### src/hw/rtl/huffman_table_bit_decoder_top_macros.svh
// assertion macros for the huffman bit decoder
// used by modules that check their own control logic; needs clk and rst_n in scope
`ifndef HUFFMAN_TABLE_BIT_DECODER_TOP_MACROS_SVH
`define HUFFMAN_TABLE_BIT_DECODER_TOP_MACROS_SVH
`ifndef SYNTHESIS
`define HBD_ASSERT_IMP(lbl, ante, cons) \
    lbl: assert property (@(posedge clk) disable iff (!rst_n) (ante) |-> (cons)) \
        else $error("hbd check failed");
`define HBD_ASSERT_NXT(lbl, ante, cons) \
    lbl: assert property (@(posedge clk) disable iff (!rst_n) (ante) |=> (cons)) \
        else $error("hbd check failed");
`else
`define HBD_ASSERT_IMP(lbl, ante, cons)
`define HBD_ASSERT_NXT(lbl, ante, cons)
`endif
`endif

### src/hw/rtl/hbd_pkg.sv
// shared types and constants for the huffman bit decoder
// no dependencies
package hbd_pkg;

    localparam int HBD_TABLE_DEPTH  = 256;
    localparam int HBD_MAX_CODE_LEN = 32;
    localparam int HBD_CODE_W       = 32;
    localparam int HBD_LEN_W        = 6;
    localparam int HBD_SYM_W        = 8;
    localparam int HBD_ENTRY_W      = HBD_CODE_W + HBD_LEN_W + HBD_SYM_W;

    localparam logic [1:0] REQ_CLEAR = 2'd0;
    localparam logic [1:0] REQ_LOAD  = 2'd1;
    localparam logic [1:0] REQ_BIT   = 2'd2;

    typedef enum logic [2:0] {
        ST_CLEARED  = 3'd0,
        ST_LOADED   = 3'd1,
        ST_PENDING  = 3'd2,
        ST_SYMBOL   = 3'd3,
        ST_FULL     = 3'd4,
        ST_BADLEN   = 3'd5,
        ST_OVERFLOW = 3'd6
    } status_t;

    typedef enum logic [2:0] {
        K_CLEAR  = 3'd0,
        K_LOAD   = 3'd1,
        K_BADLEN = 3'd2,
        K_BIT    = 3'd3,
        K_NOP    = 3'd4
    } kind_t;

    typedef struct packed {
        kind_t                 kind;
        logic [HBD_LEN_W-1:0]  len;
        logic [HBD_SYM_W-1:0]  sym;
        logic [HBD_CODE_W-1:0] code;
        logic                  dbit;
    } cmd_t;

endpackage

### src/hw/rtl/hbd_ifs.sv
// request and response channel interfaces
// depends on nothing
interface hbd_req_if;
    logic        valid;
    logic        ready;
    logic [1:0]  req_type;
    logic [7:0]  entry_length;
    logic [7:0]  entry_symbol;
    logic [31:0] entry_code;
    logic        data_bit;
    modport source (output valid, req_type, entry_length, entry_symbol, entry_code, data_bit,
                    input ready);
    modport sink (input valid, req_type, entry_length, entry_symbol, entry_code, data_bit,
                  output ready);
endinterface


### src/hw/rtl/hbd_front.sv
// front end: takes request beats, classifies them and queues them
// depends on hbd_pkg and hbd_ifs
module hbd_front
    import hbd_pkg::*;
#(
    parameter int MAX_CODE_LEN = HBD_MAX_CODE_LEN
) (
    input  logic      clk,
    input  logic      rst_n,
    hbd_req_if.sink   req,
    output cmd_t      head,
    output logic      head_valid,
    input  logic      head_pop
);
    localparam int LEN_LIMIT = (MAX_CODE_LEN < HBD_CODE_W) ? MAX_CODE_LEN : HBD_CODE_W;

    cmd_t                  cmd_in;
    logic [HBD_CODE_W-1:0] mask;
    logic                  push;
    cmd_t                  mem_reg [2];
    logic                  wr_ptr_reg, wr_ptr_next;
    logic                  rd_ptr_reg, rd_ptr_next;
    logic [1:0]            cnt_reg, cnt_next;

    always_comb
    begin
        cmd_in.len  = req.entry_length[HBD_LEN_W-1:0];
        cmd_in.sym  = req.entry_symbol;
        cmd_in.dbit = req.data_bit;
        mask        = {HBD_CODE_W{1'b1}} >> (HBD_LEN_W'(HBD_CODE_W) - cmd_in.len);
        cmd_in.code = req.entry_code & mask;
        case (req.req_type)
            REQ_CLEAR: cmd_in.kind = K_CLEAR;
            REQ_LOAD:
            begin
                if (req.entry_length == 8'd0 || req.entry_length > 8'(LEN_LIMIT))
                begin
                    cmd_in.kind = K_BADLEN;
                end
                else
                begin
                    cmd_in.kind = K_LOAD;
                end
            end
            REQ_BIT:   cmd_in.kind = K_BIT;
            default:   cmd_in.kind = K_NOP;
        endcase
    end

    assign req.ready  = (cnt_reg != 2'd2);
    assign push       = req.valid && req.ready;
    assign head       = mem_reg[rd_ptr_reg];
    assign head_valid = (cnt_reg != 2'd0);

    always_comb
    begin
        wr_ptr_next = push ? ~wr_ptr_reg : wr_ptr_reg;
        rd_ptr_next = head_pop ? ~rd_ptr_reg : rd_ptr_reg;
        cnt_next    = cnt_reg + 2'(push) - 2'(head_pop);
    end

    always_ff @(posedge clk)
    begin
        if (push)
        begin
            mem_reg[wr_ptr_reg] <= cmd_in;
        end
    end

    always_ff @(posedge clk or negedge rst_n)
    begin
        if (!rst_n)
        begin
            wr_ptr_reg <= 1'b0;
            rd_ptr_reg <= 1'b0;
            cnt_reg    <= 2'd0;
        end
        else
        begin
            wr_ptr_reg <= wr_ptr_next;
            rd_ptr_reg <= rd_ptr_next;
            cnt_reg    <= cnt_next;
        end
    end
endmodule

### src/flat_wrapper.sv
// flat-port wrapper written by rule: the top's interface ports become plain ports
module hbd_front_flat import hbd_pkg::*;
#(
    parameter int MAX_CODE_LEN = HBD_MAX_CODE_LEN
)
  (clk, rst_n, head, head_valid, head_pop, req_valid, req_req_type, req_entry_length, req_entry_symbol, req_entry_code, req_data_bit, req_ready);
  hbd_req_if req_i ();
  input  logic clk;
  input  logic rst_n;
  output cmd_t head;
  output logic head_valid;
  input  logic head_pop;
  input wire logic [$bits(req_i.valid)-1:0] req_valid;
  input wire logic [$bits(req_i.req_type)-1:0] req_req_type;
  input wire logic [$bits(req_i.entry_length)-1:0] req_entry_length;
  input wire logic [$bits(req_i.entry_symbol)-1:0] req_entry_symbol;
  input wire logic [$bits(req_i.entry_code)-1:0] req_entry_code;
  input wire logic [$bits(req_i.data_bit)-1:0] req_data_bit;
  output wire logic [$bits(req_i.ready)-1:0] req_ready;
  assign req_i.valid = req_valid;
  assign req_i.req_type = req_req_type;
  assign req_i.entry_length = req_entry_length;
  assign req_i.entry_symbol = req_entry_symbol;
  assign req_i.entry_code = req_entry_code;
  assign req_i.data_bit = req_data_bit;
  assign req_ready = req_i.ready;
  hbd_front #(.MAX_CODE_LEN(MAX_CODE_LEN)) u_core (.clk(clk), .rst_n(rst_n), .req(req_i), .head(head), .head_valid(head_valid), .head_pop(head_pop));
endmodule
### config.mk
export PLATFORM = sky130hd
export DESIGN_NAME = hbd_front_flat
export DESIGN_NICKNAME = d
export VERILOG_FILES = /design/src/hw/rtl/huffman_table_bit_decoder_top_macros.svh /design/src/hw/rtl/hbd_pkg.sv /design/src/hw/rtl/hbd_ifs.sv /design/src/hw/rtl/hbd_front.sv /design/src/flat_wrapper.sv
export SDC_FILE = /design/constraint.sdc
export NUM_CORES = 1
export LEC_CHECK = 0
export BUFFER_PORTS_ARGS = -buffer_cell sky130_fd_sc_hd__buf_2
export CORE_MARGIN = 1.5
export CORE_UTILIZATION = 53
export DETAILED_ROUTE_END_ITERATION = 6
export HOLD_SLACK_MARGIN = 0.15
export PLACE_DENSITY = 0.9
export SLEW_MARGIN = 0
export SYNTH_ARGS = -nofsm -noshare
export SYNTH_HDL_FRONTEND = slang
export SYNTH_SLANG_ARGS = --single-unit
export TNS_END_PERCENT = 1
### constraint.sdc
create_clock -name clk -period 4.6 [get_ports clk]
set_clock_uncertainty 0.2 [all_clocks]
set_input_delay 0.69 -clock clk [delete_from_list [all_inputs] [get_ports clk]]
set_output_delay 0.69 -clock clk [all_outputs]
set_load 0.03 [all_outputs]
Yosys cells after proc, flatten, opt, wreduce, memory -nomap -nowiden:

Memory sizes are Yosys's and may differ from the RTL's.
Index checks and enable logic that the tools add are counted.

* flip-flop bits (word level): 4
* RAM bits: 100
* input port bits: 55
* memories kept: 1
* output and inout bits: 52
* logic and storage cells: 24

Memories
* u_core.mem_reg: words 2, bits a word 50, read ports 1, clocked after memory_dff 0, write ports 1, RTL line hbd_front.sv:20 `cmd_t mem_reg [2];`

* equality and inequality tests: 3
* $lt $le $gt $ge: 1
* shifts and indexed selects: 1
* muxes and demuxes: 4
* reductions and logical operators: 5
* add/subtract/negate cells: 3
* bitwise logic cells: 3

Operators with widths (count)
* $and A32 B32 Y32: 1
* $shr A32 B6 Y32 const A: 1
* $pmux W3 S3: 1
* $gt A8 B6 Y1 const B: 1
* $logic_not A8 Y1: 1
* $sub A6 B6 Y6 const A: 1
* $add A2 B1 Y2: 1
* $eq A2 B1 Y1 const B: 1
* $eq A2 B2 Y1 const B: 1
* $logic_not A2 Y1: 1
* $mux W1: 2
* $mux W2: 1
* $ne A2 B2 Y1 const B: 1
* $not A1 Y1: 2
* $reduce_bool A2 Y1: 1
* $sub A2 B1 Y2: 1
* $logic_and A1 B1 Y1: 1
* $logic_or A1 B1 Y1: 1

Logic depth before layout (Yosys ltp):

* depth after elaboration: 4
* depth in mapped cells: 8
* mapped depth without buffers: 8

Worst setup path before layout:

OpenSTA, ideal clock, no wires.

* path type: register to register
* start: register u_core.cnt_reg[1]
* end: memory u_core.mem_reg[0][0] in the netlist's numbering (enable)
* library setup time: 458 ps
* required time: 3942 ps
* arrival time: 2945 ps
* setup slack: 998 ps
* stages on the path, launching flop included: 4
* cells stage by stage: dfrtp_1 > nand2b_1 > nand2_1 > nor2_1

* cells in the longest elaborated chain, start to end: 4

RTL lines
* start: declaration: RTL line hbd_front.sv:23 `logic [1:0] cnt_reg, cnt_next;`
* start signal: assignment: RTL line hbd_front.sv:82 `cnt_reg <= cnt_next;`
* $ne A2 B2 Y1: RTL line hbd_front.sv:50 `assign req.ready = (cnt_reg != 2'd2);`
* net req_ready: RTL line flat_wrapper.sv:19 `output wire logic [$bits(req_i.ready)-1:0] req_ready;`
* $logic_and A1 B1 Y1: RTL line hbd_front.sv:51 `assign push = req.valid && req.ready;`
* $mux W1: RTL line hbd_front.sv:64 `if (push)`
* $mux W1 (implied by the code): RTL line hbd_front.sv:66 `mem_reg[wr_ptr_reg] <= cmd_in;`
* end: declaration: RTL line hbd_front.sv:20

The timed path passes the listed nets, and every way through them passes these cells.

==> metrics <==
status finished, final reports clean; Worst Setup End Kind output port; drt first pass iters 5; CP cell instances buf_4 > mux2_2 > buf_2; commonest non-fill, non-tap cells in the layout buf_2, edfxtp_1, mux2_2, and3_1, o21ai_0; pin count of the biggest net entering global routing 41; Worst Setup Start Kind flop; Antenna Nets Post-Route 0; final setup fails 0; Worst EP arrival 2270 ps; number of DRC markers in iteration 0 205; CP Max Fanout 40; Tightest Pin Transition 915.6 ps; first-pass GRT wire length 14.06 mm; clock tree sinks 104; grt met1 use 26.16%; min setup slack post-route 1438 ps; Final Max Slew Viols 0; Worst Hold Endpoint u_core.mem_reg[1][33]$_DFFE_PP_; worst skew pair latency 370 ps; R2R Path End u_core.mem_reg[0][6]$_DFFE_PP_; Starting Density 54.90%; fillers 645; number of max-cap violations 0; Top FF cell, synth edfxtp_1; hold path start req_entry_symbol[0]; htree depth 3; global routing usage on met2 37.88%; Hold Path Stages 1; WP buf/inv 2; post-synthesis instance area 4511 um2; DIE AREA 9073 um2; Placed Area 5150 um2; Syn Nets 343; syn_area_per_cell 16.05 um2; # port buffers 106; Hold Crit Class primary input to flop; Avg WL per Cell 19.12 um; Post-CTS Setup Inserts 0; R2R cell count 4; Worst-path clk slew 100 ps; Layout Area Growth over Synthesis 18.25%; Worst R2R Setup Slack 2250 ps; clock buffer depth 2; crit path kind flop to output port; routability cong. 0.8937; core box area 8217 um2; share of layout cells above drive strength 1 47.36%; final cell count without fillers 503; crit path time final 3162 ps; unique cell type count in the Yosys netlist 42; vias per cell 5.678; max_slew headroom 38.96%; EDFF count, synth 100; sequential area share after synthesis 68.79%; die height 95.25 um; Worst R2R Start u_core.cnt_reg[1]$_DFF_PN0_; Worst Path Required 3710 ps; Stages on worst setup path 3; clock buffer count from CTS 9; final WL 9.618 mm; dpl cells 485; ys async rst share 3.846%; vias in the first global route 2,795; Final Cycle Share 68.75%; Final TNS setup 0 ps; max reg flops 100; Final #Nets 454; Remaining DRCs 0; LEAKAGE 0.002119 uW; grt ovf 0; commonest non-fill, non-tap cell in the layout buf_2; Peak supply drop 0.2608 mV; FF/Latch Area 3104 um2; Final Hold Fails 0; Max stage delay on crit path 980 ps; fin area 5334 um2; Core Rows 33; Power Density 596.5 nW/um2; Syn. warnings 0; DR vias 2,856; f_max 316.2 MHz; Place WS 1607 ps; Multi-input gate area 1331 um2; I/O pin total 107; Slowest-stage cell, CP dfrtp_2; CP delay by family, top flip-flops; Mapped Cells 281; #FFs+latches synth 104; GRT met3 Usage 5.024%; CTS root buf clkbuf_8; total power 3181 uW; antenna violations before repair 1; gr usage total 21.62%; die span in x 95.25 um; CTS tree built; Top Usage Layer GRT met2; RSZ-0062 raised after global routing false; hpwl dp 6.721 mm
==> per-layer routing <==
metal	wire length (um)	vias to the layer above
met5	0	-
met4	133	0
met3	598	18
met2	4899	125
met1	3986	1413
li1	-	1300
==> power breakdown <==
part,total [uW],internal [uW],leakage [uW],switching (uW)
sequential,1430,1310,0.000987,126
clock,518,197,0.0000822,321
combinational,1230,439,0.00105,792
==> per-stage QoR <==
step	util (%)	hold slack [ps]
6_report	64.92	296.2
5_1_grt	64.89	284.3
4_1_cts	64.89	287.4
3_5_place_dp	62.68	293.2
3_3_place_gp	62.68	275.0
2_1_floorplan	-	194.4
==> area by class of cell <==
type,instances,share of cell area (%)
flip-flops and latches,104,58.20
multi-input cells,159,24.96
repair buffers,110,10.56
well taps,105,2.463
clock buffers,9,2.322
clock inverters,7,0.8914
inverters,8,0.5630
diodes,1,0.04692
==> cell usage after synthesis, drive strengths merged (5+ instances only) <==
master / instances / area, um2
edfxtp: 100 / 3003
mux2: 50 / 563.0
and3: 16 / 102.6
o21ai: 12 / 60.06
nor2: 11 / 41.29
nand2: 9 / 33.78
inv: 8 / 30.03
ha: 7 / 87.58
clkbuf: 6 / 22.52
and2: 5 / 33.78
nand2b: 5 / 31.28
o211a: 5 / 50.05
xnor2: 5 / 43.79
==> worst max-delay path by stage <==
stage,from,end
after CTS,u_core.rd_ptr_reg$_DFFE_PN0P_,head[7]
after global placement,req_entry_length[1],u_core.mem_reg[0][23]$_DFFE_PP_
after global routing,u_core.rd_ptr_reg$_DFFE_PN0P_,head[27]
after detailed placement,req_entry_length[1],u_core.mem_reg[0][23]$_DFFE_PP_
after floorplan,u_core.cnt_reg[1]$_DFF_PN0_,u_core.mem_reg[0][0]$_DFFE_PP_
final,u_core.rd_ptr_reg$_DFFE_PN0P_,head[7]
==> logic make-up after synthesis <==
kind of cell	after synthesis	share of synthesized area (%)
flip-flops	104	68.79
adder cells (fa/ha/maj)	7	1.942
multiplexers	51	12.70
AND/OR/NAND/NOR	63	8.433
XOR/XNOR	6	1.165
AO/OA/AOI/OAI	32	5.076
buffers and inverters	18	1.886
==> what timing repair did <==
| action | in CTS | in global routing |
|---|---|---|
| gates resized for setup | 0 | 0 |
| endpoints found under the hold margin | 4 | 0 |
| hold buffers | 1 | 0 |
(Power assumes the default switching activity.)
